==> config.mk <==
export PLATFORM = sky130hd
export DESIGN_NAME = hist1d_front
export DESIGN_NICKNAME = d
export VERILOG_FILES = /design/src/hw/rtl/hist1d_pkg.sv /design/src/hw/rtl/hist1d_front.sv
export SDC_FILE = /design/constraint.sdc
export NUM_CORES = 1
export LEC_CHECK = 0
export BUFFER_PORTS_ARGS = -buffer_cell sky130_fd_sc_hd__buf_2
export CORE_ASPECT_RATIO = 1.25
export CORE_UTILIZATION = 40
export CTS_BUF_LIST = sky130_fd_sc_hd__clkbuf_16
export DETAILED_ROUTE_END_ITERATION = 8
export PLACE_DENSITY = 0.68
export SYNTH_ARGS = -nofsm -noshare
export SYNTH_HDL_FRONTEND = slang
export SYNTH_SLANG_ARGS = --single-unit
==> constraint.sdc <==
create_clock -name clk -period 6.9 [get_ports clk]
set_input_delay 0 -clock clk [delete_from_list [all_inputs] [get_ports clk]]
set_output_delay 0 -clock clk [all_outputs]
set_load 0.02 [all_outputs]
==> src/hw/rtl/hist1d_pkg.sv <==
// hist1d_pkg: shared types, codes and sizes for the 1-D histogram unit.
// No dependencies; imported by every hist1d module.
package hist1d_pkg;

    localparam int MAX_CHANNEL_BITS = 12;
    localparam int DEPTH            = 1 << MAX_CHANNEL_BITS;
    localparam int ADDR_W           = MAX_CHANNEL_BITS;
    localparam int LIM_W            = MAX_CHANNEL_BITS + 1;
    localparam int CNT_W            = 16;

    // opcodes
    localparam logic [1:0] OP_INC   = 2'd0;
    localparam logic [1:0] OP_READ  = 2'd1;
    localparam logic [1:0] OP_WRITE = 2'd2;

    // status codes
    localparam logic [1:0] ST_DONE  = 2'd0;
    localparam logic [1:0] ST_DROP  = 2'd1;
    localparam logic [1:0] ST_RANGE = 2'd2;

    // configuration register indexes
    localparam logic CFG_CHANNEL_BITS = 1'b0;
    localparam logic CFG_SCALE_DIFF   = 1'b1;

    // what the back end has to do with a classified item
    typedef enum logic [1:0] {
        K_NONE,
        K_INC,
        K_READ,
        K_WRITE
    } kind_t;

    typedef struct packed {
        kind_t             kind;
        logic [ADDR_W-1:0] addr;
        logic [CNT_W-1:0]  wval;
        logic [1:0]        status;
    } entry_t;

    typedef enum logic [1:0] {
        BK_CLEAR,
        BK_IDLE,
        BK_EXEC
    } back_state_t;

endpackage

==> src/hw/rtl/hist1d_front.sv <==
// hist1d_front: configuration registers and item classification.
// Depends on hist1d_pkg; feeds hist1d_queue.
module hist1d_front (
    input  logic                  clk,
    input  logic                  rst_n,
    input  logic                  cfg_valid,
    input  logic                  cfg_index,
    input  logic [5:0]            cfg_data,
    input  logic [1:0]            opcode,
    input  logic signed [31:0]    event_value,
    input  logic                  value_valid,
    input  logic [15:0]           channel_index,
    input  logic [15:0]           write_value,
    output hist1d_pkg::entry_t    entry
);
    import hist1d_pkg::*;

    logic [3:0]        channel_bits_reg;
    logic signed [5:0] scale_diff_reg;
    logic [3:0]        used_bits;
    logic [LIM_W-1:0]  limit;
    logic [31:0]       ev;
    logic [5:0]        lshift;
    logic [63:0]       wide;
    logic [31:0]       chan;
    logic              chan_ok;
    logic              idx_ok;

    always_ff @(posedge clk or negedge rst_n)
    begin
        if (!rst_n)
        begin
            channel_bits_reg <= 4'd12;
            scale_diff_reg   <= 6'sd0;
        end
        else if (cfg_valid)
        begin
            unique case (cfg_index)
                CFG_CHANNEL_BITS: channel_bits_reg <= cfg_data[3:0];
                CFG_SCALE_DIFF:   scale_diff_reg   <= $signed(cfg_data);
                default:          ;
            endcase
        end
    end

    // clamp channel_bits into 1..MAX
    always_comb
    begin
        priority if (channel_bits_reg == 4'd0)
            used_bits = 4'd1;
        else if (channel_bits_reg > 4'(MAX_CHANNEL_BITS))
            used_bits = 4'(MAX_CHANNEL_BITS);
        else
            used_bits = channel_bits_reg;
    end

    assign limit  = LIM_W'(1) << used_bits;
    assign ev     = $unsigned(event_value);
    // negative difference: left shift by its magnitude, 1..32
    assign lshift = 6'($unsigned(-scale_diff_reg));
    assign wide   = {32'd0, ev} << lshift;
    assign chan   = scale_diff_reg[5] ? wide[31:0] : (ev >> scale_diff_reg[4:0]);
    assign chan_ok = chan < 32'(limit);
    assign idx_ok  = 32'(channel_index) < 32'(limit);

    always_comb
    begin
        entry.kind   = K_NONE;
        entry.addr   = channel_index[ADDR_W-1:0];
        entry.wval   = write_value;
        entry.status = ST_DONE;
        unique case (opcode)
            OP_INC:
            begin
                entry.addr = chan[ADDR_W-1:0];
                if (!value_valid || ev[31] || !chan_ok)
                    entry.status = ST_DROP;
                else
                    entry.kind = K_INC;
            end
            OP_READ:
            begin
                if (idx_ok) entry.kind = K_READ;
                else        entry.status = ST_RANGE;
            end
            OP_WRITE:
            begin
                if (idx_ok) entry.kind = K_WRITE;
                else        entry.status = ST_RANGE;
            end
            default: ;  // unused opcode: no action, done
        endcase
    end

endmodule

# Yosys cells after proc, flatten, opt, wreduce, memory -nomap -nowiden
# Index checks and enable logic that the tools add are counted.
dict set report totals {
  ff_bits 10
  latch_bits 0
  ramBits 0
  rom_bits 0
  inputBits 77
  out_inout_bits 32
  n_memories 0
}
dict set report op_classes {
  n_addsub 1
  multipliers 0
  n_div 0
  n_lt_le_gt_ge 3
  eq_ne 2
  n_shift 3
  n_mux 11
  bitwise 1
  n_reduce_logical 9
}
# op n
set ops {}
lappend ops {{32-bit by 13-bit < comparator with 1-bit output} 1}
lappend ops {{32-bit 2-to-1 mux} 1}
lappend ops {{32-bit by 6-bit left shift with 32-bit output} 1}
lappend ops {{32-bit by 5-bit >> shifter with 32-bit output} 1}
lappend ops {{16-bit by 13-bit < comparator with 1-bit output} 1}
lappend ops {{1-bit by 4-bit left shift with 13-bit output, first input constant} 1}
lappend ops {{12-bit 2-to-1 mux} 1}
lappend ops {{4-bit 2-to-1 mux} 2}
lappend ops {{2-bit 2-to-1 mux} 3}
lappend ops {{6-bit negator} 1}
lappend ops {{2-bit one-hot mux with 3 select lines} 1}
lappend ops {{4-bit > comparator, second input constant} 1}
lappend ops {{4-bit logical NOT} 1}
lappend ops {{2-bit one-hot mux with 2 select lines} 1}
lappend ops {{2-bit AND reduction} 2}
lappend ops {{2-bit by 1-bit == test with 1-bit output, second input constant} 1}
lappend ops {{2-bit == test, second input constant} 1}
lappend ops {{1-bit logical NOT} 2}
lappend ops {{2-bit logical NOT} 1}
lappend ops {{1-bit logical OR} 2}
lappend ops {{1-bit 2-to-1 mux} 2}
lappend ops {{2-bit OR reduction} 1}
lappend ops {{1-bit NOT} 1}

# Depth between registers and ports, before layout
dict set report logic_depth {
  ltp_word 9
  depth_mapped 23
  mapped_depth_nobuf 17
}

# Least setup slack after synthesis
# OpenSTA, ideal clock, no wires.
dict set report synth_path {
  path_kind {flip-flop to output port}
  startpoint {register scale_diff_reg[0]}
  endpoint {output port entry[30] in the netlist's numbering}
  arrival_time_ns 4.550
  t_required_ns 6.900
  setup_slack_ns 2.350
  stages_incl_launch_ff 19
  cell_sequence {dfrtp_1 > buf_2 > buf_2 > inv_1 > buf_2 > buf_1 > ha_1 > clkbuf_1 > clkbuf_1 > mux4_2 > a221o_1 > inv_1 > o22ai_1 > ha_1 > nor4b_1 > o31ai_1 > or4b_1 > a31o_1 > o32ai_2}
}
# item line
set synth_lines {}
lappend synth_lines {{from (decl)} hist1d_front.sv:19} ;# logic signed [5:0] scale_diff_reg;
lappend synth_lines {{from (signal assigned)} hist1d_front.sv:40} ;# CFG_SCALE_DIFF: scale_diff_reg <= $signed(cfg_data);
lappend synth_lines {{to (decl)} hist1d_front.sv:14} ;# output hist1d_pkg::entry_t entry

==> metrics.txt <==
status complete, but fails checks; violated checks DRC; endpoints failing hold 0; Crit path arrival time about 5200 ps; post-place setup slack just under 2000 ps; Placer Congestion roughly 1.0; YS warnings 0; Worst Path Required approximately 7000 ps; die area about 0.012 mm²; CTS tree built; Starting Density ~41%; Std-Cell Rows 43; startpoint types register; clk buf depth 2; M2 GR Usage a little over two fifths; area of the multi-input gates 0.00395 mm²; flops & latches, synth 10; area grow syn2layout 7.01%; Peak VDD IR between 0.1 and 0.15 mV; routed len/inst between 15 and 20 µm; Net Count, Synth 700; Worst Tran Pin Value around 920 ps; Clock Skew 0 ps; root buf cell clkbuf_16; Final min period 5160 ps; pin count of the biggest net entering global routing about 80; setup TNS 0 ps; gr ovfl total 0; register area roughly 260 µm²; fin. max-slew vios 0; diode count 0; Starting DRT DRC Count approximately 400; worst-path cell chain inv_1 > ha_1 > buf_4 > nor2_1 > and2_1 > nand2_1 > o21ai_0 > a221o_1 > inv_1 > o22ai_1 > ha_1 > nor4b_1 > o31ai_1 > or4b_1 > a31o_1 > o32ai_2 > buf_2; FFs w/ async S/R, synth 100%; number of vias per cell approximately 6.5; filler instances about 1100; worst reg-to-reg setup slack approximately 5700 ps; crit path launch scale_diff_reg[0]; CP max-delay cell inv_1; first-pass GRT wire length approximately 24000 µm; WL final 15000 µm; TritonCTS Buffers 3; NumNets Final about 720; CP peak stage delay roughly 620 ps; Most Crowded Layer GR met2; Non-Filler Instances 753; fin crit share roughly 75%; Worst Slack Setup Final 1740 ps; r2r startpoint scale_diff_reg[1]; Max Fclk 0.194 GHz; met3 Track Usage GR under 10%; Leak approximately 2 nW; Clock Pin Slew Worst Setup and Hold Paths roughly 40 ps; Post-Syn Area ~0.0046 mm²; GRT Total Usage 24.3%; Cells after Synth roughly 600; Total Power just under 1 mW; clk sinks 10; Detailed Place HPWL roughly 12000 µm; initial antenna violation count 0; MaxCap Viol Count 0; ANT nets after route 0; DR pass1 iterations 9; max FFs per register 6; hold path startpoint write_value[12]; worst hold path type in -> out; Crit Path Max Fanout 26; P per Cell Area ~200 mW/mm²; total number of vias 4890; Relative slew margins approximately 39%; syn avg cell area between 7 and 8 µm²; EDFF count, synth 0; DR DRC count 5; CORE AREA around 0.011 mm²; met1 Use GR roughly 31%; post-synthesis sequential area ratio between 5 and 6%; setup fix buffers added after clock tree synthesis 0; Synth cell types between 70 and 80; RSZ-0062 raised after global routing no; height of the die ~120 µm; final instance area a little under 0.005 mm²; Clk Latency, worst-skew pair 230 ps; Critical Path Sink Type output port; final setup vio count 0; Post-DP Area ~0.005 mm²; Util after Layout 44.2%; top_reg_cell synth dfrtp_1; Die X 98.2 µm; CTS H-tree depth 1; vias in the first global route about 4600; Placed Cells 748; port buffer count 76; critical path class reg -> out; final hold slack between 0.007 and 0.008 ps; I/O pin count between 100 and 150; layout cells sized above 1 roughly a quarter
[layout by cell type, fill, tap and decap left out, types with 3 or more instances in the layout]
cell type  synthesis  routed
nand3_1           24      24
a221o_1            3       3
mux2_2            31      31
ha_1              27      27
inv_1             14      14
o32ai_1            4       4
a211oi_1           9       9
o22ai_1            8       8
nor2b_1           13      13
a21oi_1           38      38
and2_1             5       5
nand2b_1          17      17
a221oi_1           3       3
nand2_1           68      68
buf_2             16      76
mux2i_1           48      48
o22a_1             4       4
dfrtp_1            8       6
a21o_1             4       4
o31ai_1            3       3
nor3_1             9       9
nor2_1            40      40
or2_2              3       3
a211o_1            4       4
clkbuf_16          0       3
nand4_1            6       6
o21ai_0           26      26
xnor2_1            3       3
mux4_2            25      25
or3_1              5       5
buf_4             16       6
a31oi_1            4       4
and3_1             7       7
o211ai_1           7       7
clkinv_1           3       4
nor4_1             3       3
[cell usage after synthesis, types with 3 or more instances]
library cell   n  area share [%]
o22a_1         4            0.76
nand4_1        6            0.81
a21o_1         4            0.65
inv_1         14             1.1
nand2_1       68             5.5
o31ai_1        3            0.49
ha_1          27             7.3
nand3_1       24             2.6
a211oi_1       9             1.5
mux2_2        31             7.5
nor3_1         9            0.97
o21ai_0       26             2.8
dfrtp_1        8             4.3
mux4_2        25              12
a21oi_1       38             4.1
o32ai_1        4            0.76
xnor2_1        3            0.57
and2_1         5            0.68
nor2b_1       13             1.8
and3_1         7            0.95
mux2i_1       48              10
clkbuf_1      24             1.9
buf_4         16             2.6
nor2_1        40             3.2
a211o_1        4            0.76
buf_2         16             1.7
buf_6          5             1.2
o211ai_1       7             1.1
a221o_1        3            0.65
or3_1          5            0.68
o22ai_1        8             1.1
a221oi_1       3            0.57
or2_2          3            0.41
buf_1          4            0.32
a31oi_1        4            0.54
nor4_1         3            0.41
nand2b_1      17             2.3
clkinv_1       3            0.24
[per-layer routing]
| layer | share of wire [%] | vias to the layer above |
|---|---|---|
| li1 | - | 2292 |
| met1 | 40 | 2355 |
| met2 | 50 | 211 |
| met3 | 5.8 | 32 |
| met4 | 3.5 | 0 |
| met5 | 0 | - |
[cells by family after synthesis]
logic type                 Yosys count  share of synthesized area [%]
AOI/OAI and AO/OA                  148                           21.8
DFF                                 10                           5.46
buffers and inverters               82                           9.20
muxes                              107                           31.5
and+or+nand+nor                    215                           23.0
xor gates and xnor gates             6                           1.46
adders and majority gates           28                           7.52
[final cells by class]
type,instances,area share [%]
repair buffers,83,8.80
well taps,135,3.41
flip-flops and latches,10,5.16
clock buffers,3,1.52
multi-input cells,504,79.8
inverters,17,1.29
clock inverters,1,0.0758
[power breakdown]
part / leakage [nW] / switching [mW] / internal (mW)
Combinational: 1.91 / 0.473 / 0.326
Sequential: 0.113 / 0.0207 / 0.0692
Clock: 0.0385 / 0.0257 / 0.0758
[worst paths after layout]
check | endpoint | cells past startpoint
setup reg to reg | scale_diff_reg[1] | 2
max in group asynchronous | channel_bits_reg[2] | 2
hold reg to reg | scale_diff_reg[2] | 1
hold / removal | entry[14] | 0
min in group asynchronous | channel_bits_reg[1] | 2
setup / recovery | entry[30] | 17
[worst max-delay path: cells and delay by family (launching register included)]
kind	cells	cell delay (ps)
flops	1	450
simple gates	5	1350
fa+ha+maj	2	730
compound gates	6	1130
buf+inv	4	1230
[repair_timing]
action,in CTS,in global routing
hold endpoints to repair,10,0
hold buffers,1,0
resized for setup,0,0
No activity file was read; power rests on OpenSTA's default activity.
