[src/hw/rtl/hist1d_pkg.sv]
// hist1d_pkg: shared types, codes and sizes for the 1-D histogram unit.
// No dependencies; imported by every hist1d module.
package hist1d_pkg;

    localparam int MAX_CHANNEL_BITS = 12;
    localparam int DEPTH            = 1 << MAX_CHANNEL_BITS;
    localparam int ADDR_W           = MAX_CHANNEL_BITS;
    localparam int LIM_W            = MAX_CHANNEL_BITS + 1;
    localparam int CNT_W            = 16;

    // opcodes
    localparam logic [1:0] OP_INC   = 2'd0;
    localparam logic [1:0] OP_READ  = 2'd1;
    localparam logic [1:0] OP_WRITE = 2'd2;

    // status codes
    localparam logic [1:0] ST_DONE  = 2'd0;
    localparam logic [1:0] ST_DROP  = 2'd1;
    localparam logic [1:0] ST_RANGE = 2'd2;

    // configuration register indexes
    localparam logic CFG_CHANNEL_BITS = 1'b0;
    localparam logic CFG_SCALE_DIFF   = 1'b1;

    // what the back end has to do with a classified item
    typedef enum logic [1:0] {
        K_NONE,
        K_INC,
        K_READ,
        K_WRITE
    } kind_t;

    typedef struct packed {
        kind_t             kind;
        logic [ADDR_W-1:0] addr;
        logic [CNT_W-1:0]  wval;
        logic [1:0]        status;
    } entry_t;

    typedef enum logic [1:0] {
        BK_CLEAR,
        BK_IDLE,
        BK_EXEC
    } back_state_t;

endpackage

[src/hw/rtl/hist1d_queue.sv]
// hist1d_queue: two-entry FIFO of classified items between front and back.
// Depends on hist1d_pkg.
module hist1d_queue (
    input  logic               clk,
    input  logic               rst_n,
    input  logic               push,
    input  hist1d_pkg::entry_t push_entry,
    input  logic               pop,
    output hist1d_pkg::entry_t head,
    output logic               full,
    output logic               empty
);
    import hist1d_pkg::*;

    entry_t     slot_reg [2];
    logic       wr_ptr_reg;
    logic       rd_ptr_reg;
    logic [1:0] count_reg;
    logic [1:0] count_next;

    assign full  = (count_reg == 2'd2);
    assign empty = (count_reg == 2'd0);
    assign head  = slot_reg[rd_ptr_reg];

    always_comb
    begin
        count_next = count_reg;
        if (push && !pop)      count_next = count_reg + 2'd1;
        else if (pop && !push) count_next = count_reg - 2'd1;
    end

    always_ff @(posedge clk)
    begin
        if (push) slot_reg[wr_ptr_reg] <= push_entry;
    end

    always_ff @(posedge clk or negedge rst_n)
    begin
        if (!rst_n)
        begin
            wr_ptr_reg <= 1'b0;
            rd_ptr_reg <= 1'b0;
            count_reg  <= 2'd0;
        end
        else
        begin
            if (push) wr_ptr_reg <= ~wr_ptr_reg;
            if (pop)  rd_ptr_reg <= ~rd_ptr_reg;
            count_reg <= count_next;
        end
    end

endmodule

[config.mk]
export PLATFORM = sky130hd
export DESIGN_NAME = hist1d_queue
export DESIGN_NICKNAME = d
export VERILOG_FILES = /design/src/hw/rtl/hist1d_pkg.sv /design/src/hw/rtl/hist1d_queue.sv
export SDC_FILE = /design/constraint.sdc
export NUM_CORES = 1
export LEC_CHECK = 0
export ABC_AREA = 1
export BUFFER_PORTS_ARGS = -buffer_cell sky130_fd_sc_hd__buf_2
export CORE_ASPECT_RATIO = 1.1
export CORE_UTILIZATION = 40
export CTS_CLUSTER_SIZE = 20
export DETAILED_ROUTE_END_ITERATION = 10
export PLACE_DENSITY = 0.6
export SYNTH_ARGS = -nofsm -noshare
export SYNTH_HDL_FRONTEND = slang
export SYNTH_SLANG_ARGS = --single-unit
[constraint.sdc]
create_clock -name clk -period 3 [get_ports clk]
set_clock_uncertainty 0.1 [all_clocks]
set_input_delay 0.9 -clock clk [delete_from_list [all_inputs] [get_ports clk]]
set_output_delay 0.9 -clock clk [all_outputs]
set_load 0.02 [all_outputs]
### Word-level counts from Yosys, hierarchy flattened

Memories as Yosys holds them, arrays and structs flattened.
Index checks and enable logic that the tools add are counted.
Widths: inputs -> output; s select.

| storage, ports and cells | value |
|---|---|
| register bits | 4 |
| RAM bits | 64 |
| memories kept | 1 |

| cells by class | value |
|---|---|
| $add $sub $neg | 2 |
| equality and inequality tests | 1 |
| multiplexer cells | 4 |
| bitwise gates (word level) | 2 |
| reduce and logical (&&, ||, !) cells | 6 |

Memories:

| memory | depth | width | rd ports | clocked after memory_dff | wr ports | line | text |
|---|---|---|---|---|---|---|---|
| slot_reg | 2 | 32 | 1 | 0 | 1 | hist1d_queue.sv:15 | `entry_t slot_reg [2];` |

Operators by type and width:

| cell | number |
|---|---|
| $mux 2 | 2 |
| $add 2x1->2 const B | 1 |
| $eq 2x2->1 const B | 1 |
| $logic_and 1x1->1 | 2 |
| $logic_not 1->1 | 2 |
| $logic_not 2->1 | 1 |
| $mux 1 | 2 |
| $not 1->1 | 2 |
| $reduce_bool 2->1 | 1 |
| $sub 2x1->2 const B | 1 |

### Depth between registers and ports, before layout

Gate-level depths: netlist of the first run.

| depth | value |
|---|---|
| depth after elaboration | 4 |
| mapped depth | 7 |
| gate-level depth less buffers | 7 |

### Worst setup path before layout of the first run

No wires, ideal clock.

| timing path | value |
|---|---|
| kind | input port to flip-flop |
| from | input port push |
| to | memory slot_reg[0][0] (netlist name) (enable) |
| setup time | 0.422 ns |
| arrival | 2.289 ns |
| data required time | 2.478 ns |
| setup slack | 0.189 ns |
| stages | 2 |
| path through | inv_1 nor2_1 |

| on the way | value |
|---|---|
| cells in the longest elaborated chain, start to end | 2 |

RTL lines:

| item | line | text |
|---|---|---|
| start: declaration | hist1d_queue.sv:6 | `input logic push,` |
| $mux 1 | hist1d_queue.sv:34 | `if (push) slot_reg[wr_ptr_reg] <= push_entry;` |
| $mux 1 (implied by the code) | hist1d_queue.sv:34 |  |
| end: declaration | hist1d_queue.sv:15 |  |

No other way between the ends.

==> results of run 1 <==
## stage by stage
| step | worst slack (ps) | utilization [%] | hold WS [ps] | total power [uW] | instance area, um2 |
|---|---|---|---|---|---|
| after global routing | 127 | 52.5 | 250 | 3400 | 3310 |
| final | 217 | 52.5 | 264 | 3240 | 3310 |
| after detailed placement | 537 | 49.3 | 404 | 2510 | 3110 |
| after floorplan | 189 | - | 361 | 2250 | 2670 |
| after global placement | 555 | 49.3 | 378 | 2480 | 3110 |
| after CTS | 163 | 52.5 | 249 | 3290 | 3310 |
## logic make-up after synthesis
family                     after synthesis  share of synthesized area, %
DFF                                     68                          75.8
muxes                                   32                          17.6
buffers and inverters                   11                          3.66
and+or+nand+nor                         10                          1.55
xor gates and xnor gates                 3                         0.985
adders and majority gates                1                         0.469
## final timing paths
path | from | end | cells past startpoint
worst max register to register | wr_ptr_reg$_DFFE_PN0P_ | slot_reg[1][6]$_DFFE_PP_ | 3
max in group asynchronous | rst_n | rd_ptr_reg$_DFFE_PN0P_ | 1
min in group clk | count_reg[1]$_DFFE_PN0P_ | count_reg[1]$_DFFE_PN0P_ | 2
worst min register to register | count_reg[1]$_DFFE_PN0P_ | count_reg[1]$_DFFE_PN0P_ | 2
worst min-delay path | rst_n | wr_ptr_reg$_DFFE_PN0P_ | 1
worst max-delay path | rd_ptr_reg$_DFFE_PN0P_ | head[2] | 3
## critical path, cell delays in order (launching register included)
cell	delay [ps]
dfrtp_2	720
buf_12	250
mux2_4	310
buf_2	160
## power groups by stage
stage | clock network (uW) | registers (uW) | logic [uW]
4_1_cts | 795 | 1400 | 1100
3_3_place_gp | 0 | 1400 | 1080
3_5_place_dp | 0 | 1420 | 1100
5_1_grt | 836 | 1410 | 1160
6_report | 769 | 1390 | 1080
2_1_floorplan | 0 | 1330 | 913
## layer usage
metal | GRT usage (%) | up-vias
met5 | 0 | -
met4 | 7.31 | 0
met3 | 4.69 | 8
met2 | 23.2 | 53
met1 | 15.6 | 644
li1 | - | 635
## synthesized netlist by cell type (all sizes together)
cell type	count
xor2	2
nor2	3
nand4	1
inv	7
nand3	1
nand2	5
dfrtp	4
buf	4
edfxtp	64
ha	1
xnor2	1
mux2	32
## final cells by class
class                   instances  area share [%]
well taps                      80            3.02
repair buffers                 73            12.1
inverters                       7           0.793
flip-flops and latches         68            61.1
clock buffers                  10            3.85
clock inverters                 6            2.38
multi-input cells              46            16.8
## cells in the final DEF (no fill, tap or decap), types with 2 or more instances in the layout
cell type / count
buf_2: 69
clkinv_2: 3
clkbuf_8: 9
buf_12: 2
edfxtp_1: 64
xor2_1: 2
nor2_1: 2
mux2_2: 3
bufinv_16: 2
nand2_1: 5
dfrtp_1: 3
buf_4: 2
mux2_4: 29
inv_1: 7
==> results_dict.tcl, run 1 <==
set metrics [dict create \
    status "completed" \
    cp.required_ps 2000 \
    fp.dieH_um 87.7 \
    cp-start-kind "register" \
    finalSetupViolCount 0 \
    comb_power_share_pct 33.4 \
    met3_length_um 290 \
    dr.pass1.iters 4 \
    switching_share_pct 30.9 \
    final_max_slew_viol_count 0 \
    ioPinCount 70 \
    cts.hold.buffers_added 0 \
    first_global_vias 1442 \
    overflow 0 \
    groute.usage.overall_pct 13.8 \
    fill_cells 549 \
    syn2layout_area_growth_pct 24.1 \
    clkTransAtPathRegs_ps 70 \
    drt_iter0_drc 44 \
    synthesis.instances 125 \
    htreeDepth 3 \
    synthesis.area_mm2 0.00267 \
    worstMarginPinSlew_ps 545 \
    synthTopCellsByArea "edfxtp_1, mux2_4, dfrtp_1, buf_12, mux2_2" \
    top_layer "met4" \
    worstSkewPairLatency_ps 330 \
    num_antenna_cells 0 \
    p_sw_uw 1000 \
    dp.cells 274 \
    fin_setup_tns_ps 0 \
    largest_reg_flops 64 \
    nNetsFinal 242 \
    num_vias 1340 \
    critPathCaptureType "output pin" \
    yosysUniqueCellTypes 14 \
    drc 0 \
    rows 30 \
    avgSynthCellArea_um2 21.4 \
    finalCritPeriodShare_pct 92.8 \
    drt-wirelength-per-cell_um 15.1 \
    relSlewSlack_pct 63.6 \
    routed_wirelength_um 4390 \
    portBuffers 69 \
    min_path_type "in -> async" \
    dieArea_mm2 0.00700 \
    power.leakage_uw 0.00138 \
    synth_warnings 0 \
    p_int_uw 2240 \
    clkPwrFrac_pct 23.7 \
    dp.final_hpwl_um 3100 \
    avgViaCountPerCell 4.62 \
    gp_congestion 0.731 \
    fmax_ghz 0.359 \
    detail-route-antenna-nets 0 \
    power_density_mw_per_mm2 979 \
    core-area_mm2 0.00631 \
    multi_input_area_um2 557 \
    final_layout_size_suffix_gt1_share_pct 57.6 \
    grt_start_max_net_pins 23 \
    fp.dieW_um 79.9 \
    synth_nets 162 \
    rsz0062_at_grt "no" \
    synth_top_area_cell "edfxtp_1" \
    initial_core_util_pct 42.3 \
    final-seq-area_mm2 0.00202 \
    grt_pass1_wl_um 6690 \
    wl_met2_um 2160 \
    ys_seq_elements 68 \
    final_cells 290 \
    worstPathMaxFanout 18 \
    cts_buffer_depth 2 \
    wl_met1_um 1860 \
    min_period_ps 2780 \
    synth.top_cell.area_share_pct 72.0 \
    cap_viol_max_count 0 \
    crit_arrival_ps 1780 \
    critPathKind "reg -> out" \
    rrSetupSlack_ps 1480 \
    seq_area_frac_synth_pct 75.8 \
    cts_root_buf "clkbuf_8" \
    cts_tree "done" \
    vdd_ir_drop_max_mv 0.473 \
    final_hold_viol_count 0 \
    post_cts.repair.setup_buffers 0 \
    post_cts_resized 0 \
    cts.sinks 68 \
    pwr-share-seq_pct 42.9 \
    cts_made_buffers 9 \
    antenna_found_initial 0 \
]
No activity file was read; power rests on OpenSTA's default activity.
==> run 2: changes to the inputs <==
--- a/config.mk
+++ b/config.mk
@@ -11,7 +11,8 @@
 export CORE_UTILIZATION = 40
 export CTS_CLUSTER_SIZE = 20
 export DETAILED_ROUTE_END_ITERATION = 10
-export PLACE_DENSITY = 0.6
+export PLACE_DENSITY = 0.59
+export REMOVE_ABC_BUFFERS = 1
 export SYNTH_ARGS = -nofsm -noshare
 export SYNTH_HDL_FRONTEND = slang
 export SYNTH_SLANG_ARGS = --single-unit
==> run 2 against run 1 <==
Critical path depth is the same. First-iteration DRC count grew 57%. Sequential share of layout area shrank 0.23 points. Power grew 0.76%. Register-to-register slack is essentially flat. Count of clock-buffer cells in the layout shrank 1. Worst hold slack gained 3.6 ps. Die area is the same. Sequential cell count is the same. Setup slack lost 5.2 ps. Clock power grew 4.4%. Design area grew 0.38%. Critical path type unchanged. Largest cell class unchanged. Largest power group unchanged.
==> results_dict.tcl, run 2 (same netlist as run 1, synthesis figures left out) <==
set metrics [dict create \
    fill_cells 533 \
    post_cts.repair.setup_buffers 0 \
    first_global_vias 1344 \
    fin_util_pct 52.7 \
    syn2layout_area_growth_pct 24.6 \
    clkTransAtPathRegs_ps 70 \
    final_cell_mix "buf_2, edfxtp_1, mux2_4, clkbuf_8, inv_1" \
    worstMarginPinSlew_ps 503 \
    avgViaCountPerCell 4.54 \
    cts_buffer_depth 2 \
    drt-wirelength-per-cell_um 14.3 \
    drc 0 \
    power_density_mw_per_mm2 982 \
    cts.sinks 68 \
    cp.required_ps 2000 \
    min_path_type "in -> async" \
    cts_root_buf "clkbuf_8" \
    worstPathMaxFanout 19 \
    rows 30 \
    cp_top_family "flip-flops" \
    cp-start-kind "register" \
    fp.dieH_um 87.7 \
    grt_pass1_wl_um 6250 \
    nNetsFinal 241 \
    final_hold_viol_count 0 \
    groute.usage.overall_pct 12.7 \
    dieArea_mm2 0.00700 \
    post_cts_resized 0 \
    finalSetupViolCount 0 \
    final_max_slew_viol_count 0 \
    detail-route-antenna-nets 0 \
    min_period_ps 2790 \
    finalCritPeriodShare_pct 92.9 \
    dp.final_hpwl_um 2840 \
    gp_congestion 0.624 \
    final_common_cell "buf_2" \
    ioPinCount 70 \
    portBuffers 69 \
    antenna_found_initial 0 \
    relSlewSlack_pct 66.5 \
    critPathCaptureType "output pin" \
    fmax_ghz 0.359 \
    dr.pass1.iters 4 \
    critPathKind "reg -> out" \
    drt_iter0_drc 69 \
    overflow 0 \
    initial_core_util_pct 42.3 \
    power.leakage_uw 0.00138 \
    vdd_ir_drop_max_mv 0.416 \
    num_vias 1312 \
    final_layout_size_suffix_gt1_share_pct 57.9 \
    cap_viol_max_count 0 \
    worstSkewPairLatency_ps 320 \
    fin_setup_tns_ps 0 \
    largest_reg_flops 64 \
    num_antenna_cells 0 \
    fp.dieW_um 79.9 \
    crit_chain "buf_12 -> mux2_2 -> buf_2" \
    grt_start_max_net_pins 23 \
    crit_arrival_ps 1790 \
    status "completed" \
    max_stage_delay_ps 680 \
    cts.hold.buffers_added 0 \
    cts_tree "done" \
    cts_made_buffers 9 \
    routed_wirelength_um 4150 \
    rsz0062_at_grt "no" \
    worst-path-buf-inv 2 \
    crit_slowest_cell "dfrtp_2" \
    htreeDepth 3 \
    core-area_mm2 0.00631 \
]
-- run 2: cell count changes in the layout (fill, tap and decap cells not counted), sizes merged --
cell      previous run  this run
clkinv               4         3
clkinvlp             0         1
inv                  7         8
buf                 73        72
clkbuf              10         9
-- run 2: worst paths after layout --
check / slack, ps / endpoint / start / cells past startpoint
min: 270 / rd_ptr_reg$_DFFE_PN0P_ / rst_n / 1
max reg2reg: 1490 / slot_reg[1][16]$_DFFE_PP_ / wr_ptr_reg$_DFFE_PN0P_ / 3
min reg2reg: 410 / count_reg[1]$_DFFE_PN0P_ / count_reg[1]$_DFFE_PN0P_ / 2
max: 210 / head[25] / rd_ptr_reg$_DFFE_PN0P_ / 3
min in group clk: 410 / count_reg[1]$_DFFE_PN0P_ / count_reg[1]$_DFFE_PN0P_ / 2
max in group asynchronous: 2400 / rd_ptr_reg$_DFFE_PN0P_ / rst_n / 1
-- run 2: stage by stage --
stage                     worst slack, ps  cells  hold WS [ps]  cell area (um2)  total power (uW)
final                                 212    289           268             3330              3270
after detailed placement              550    273           388             3110              2510
after CTS                             169    289           253             3330              3320
after floorplan                       189    121           361             2600              2160
after global routing                  138    289           252             3330              3420
after global placement                596    273           380             3110              2480
-- run 2: metal layers --
| layer | part of all wire, % | up-vias | GRT usage [%] |
|---|---|---|---|
| li1 | - | 630 | - |
| met3 | 6.8 | 9 | 3.96 |
| met2 | 50 | 49 | 20.8 |
| met5 | 0 | - | 0 |
| met4 | 1.9 | 0 | 8.28 |
| met1 | 42 | 624 | 14.3 |
-- run 2: power by group --
group,total [uW],internal (uW),switching (uW)
Clock,803,465,338
Sequential,1380,1260,118
Combinational,1080,521,562
-- run 2: final cells by class --
class	instances	area (um2)	area share [%]
Clock buffer	9	124	3.72
Multi-Input combinational cell	46	557	16.7
Sequential cell	68	2020	60.8
Tap cell	80	100	3.01
Timing Repair Buffer	72	405	12.2
Clock inverter	7	90.1	2.71
Inverter	7	26.3	0.790
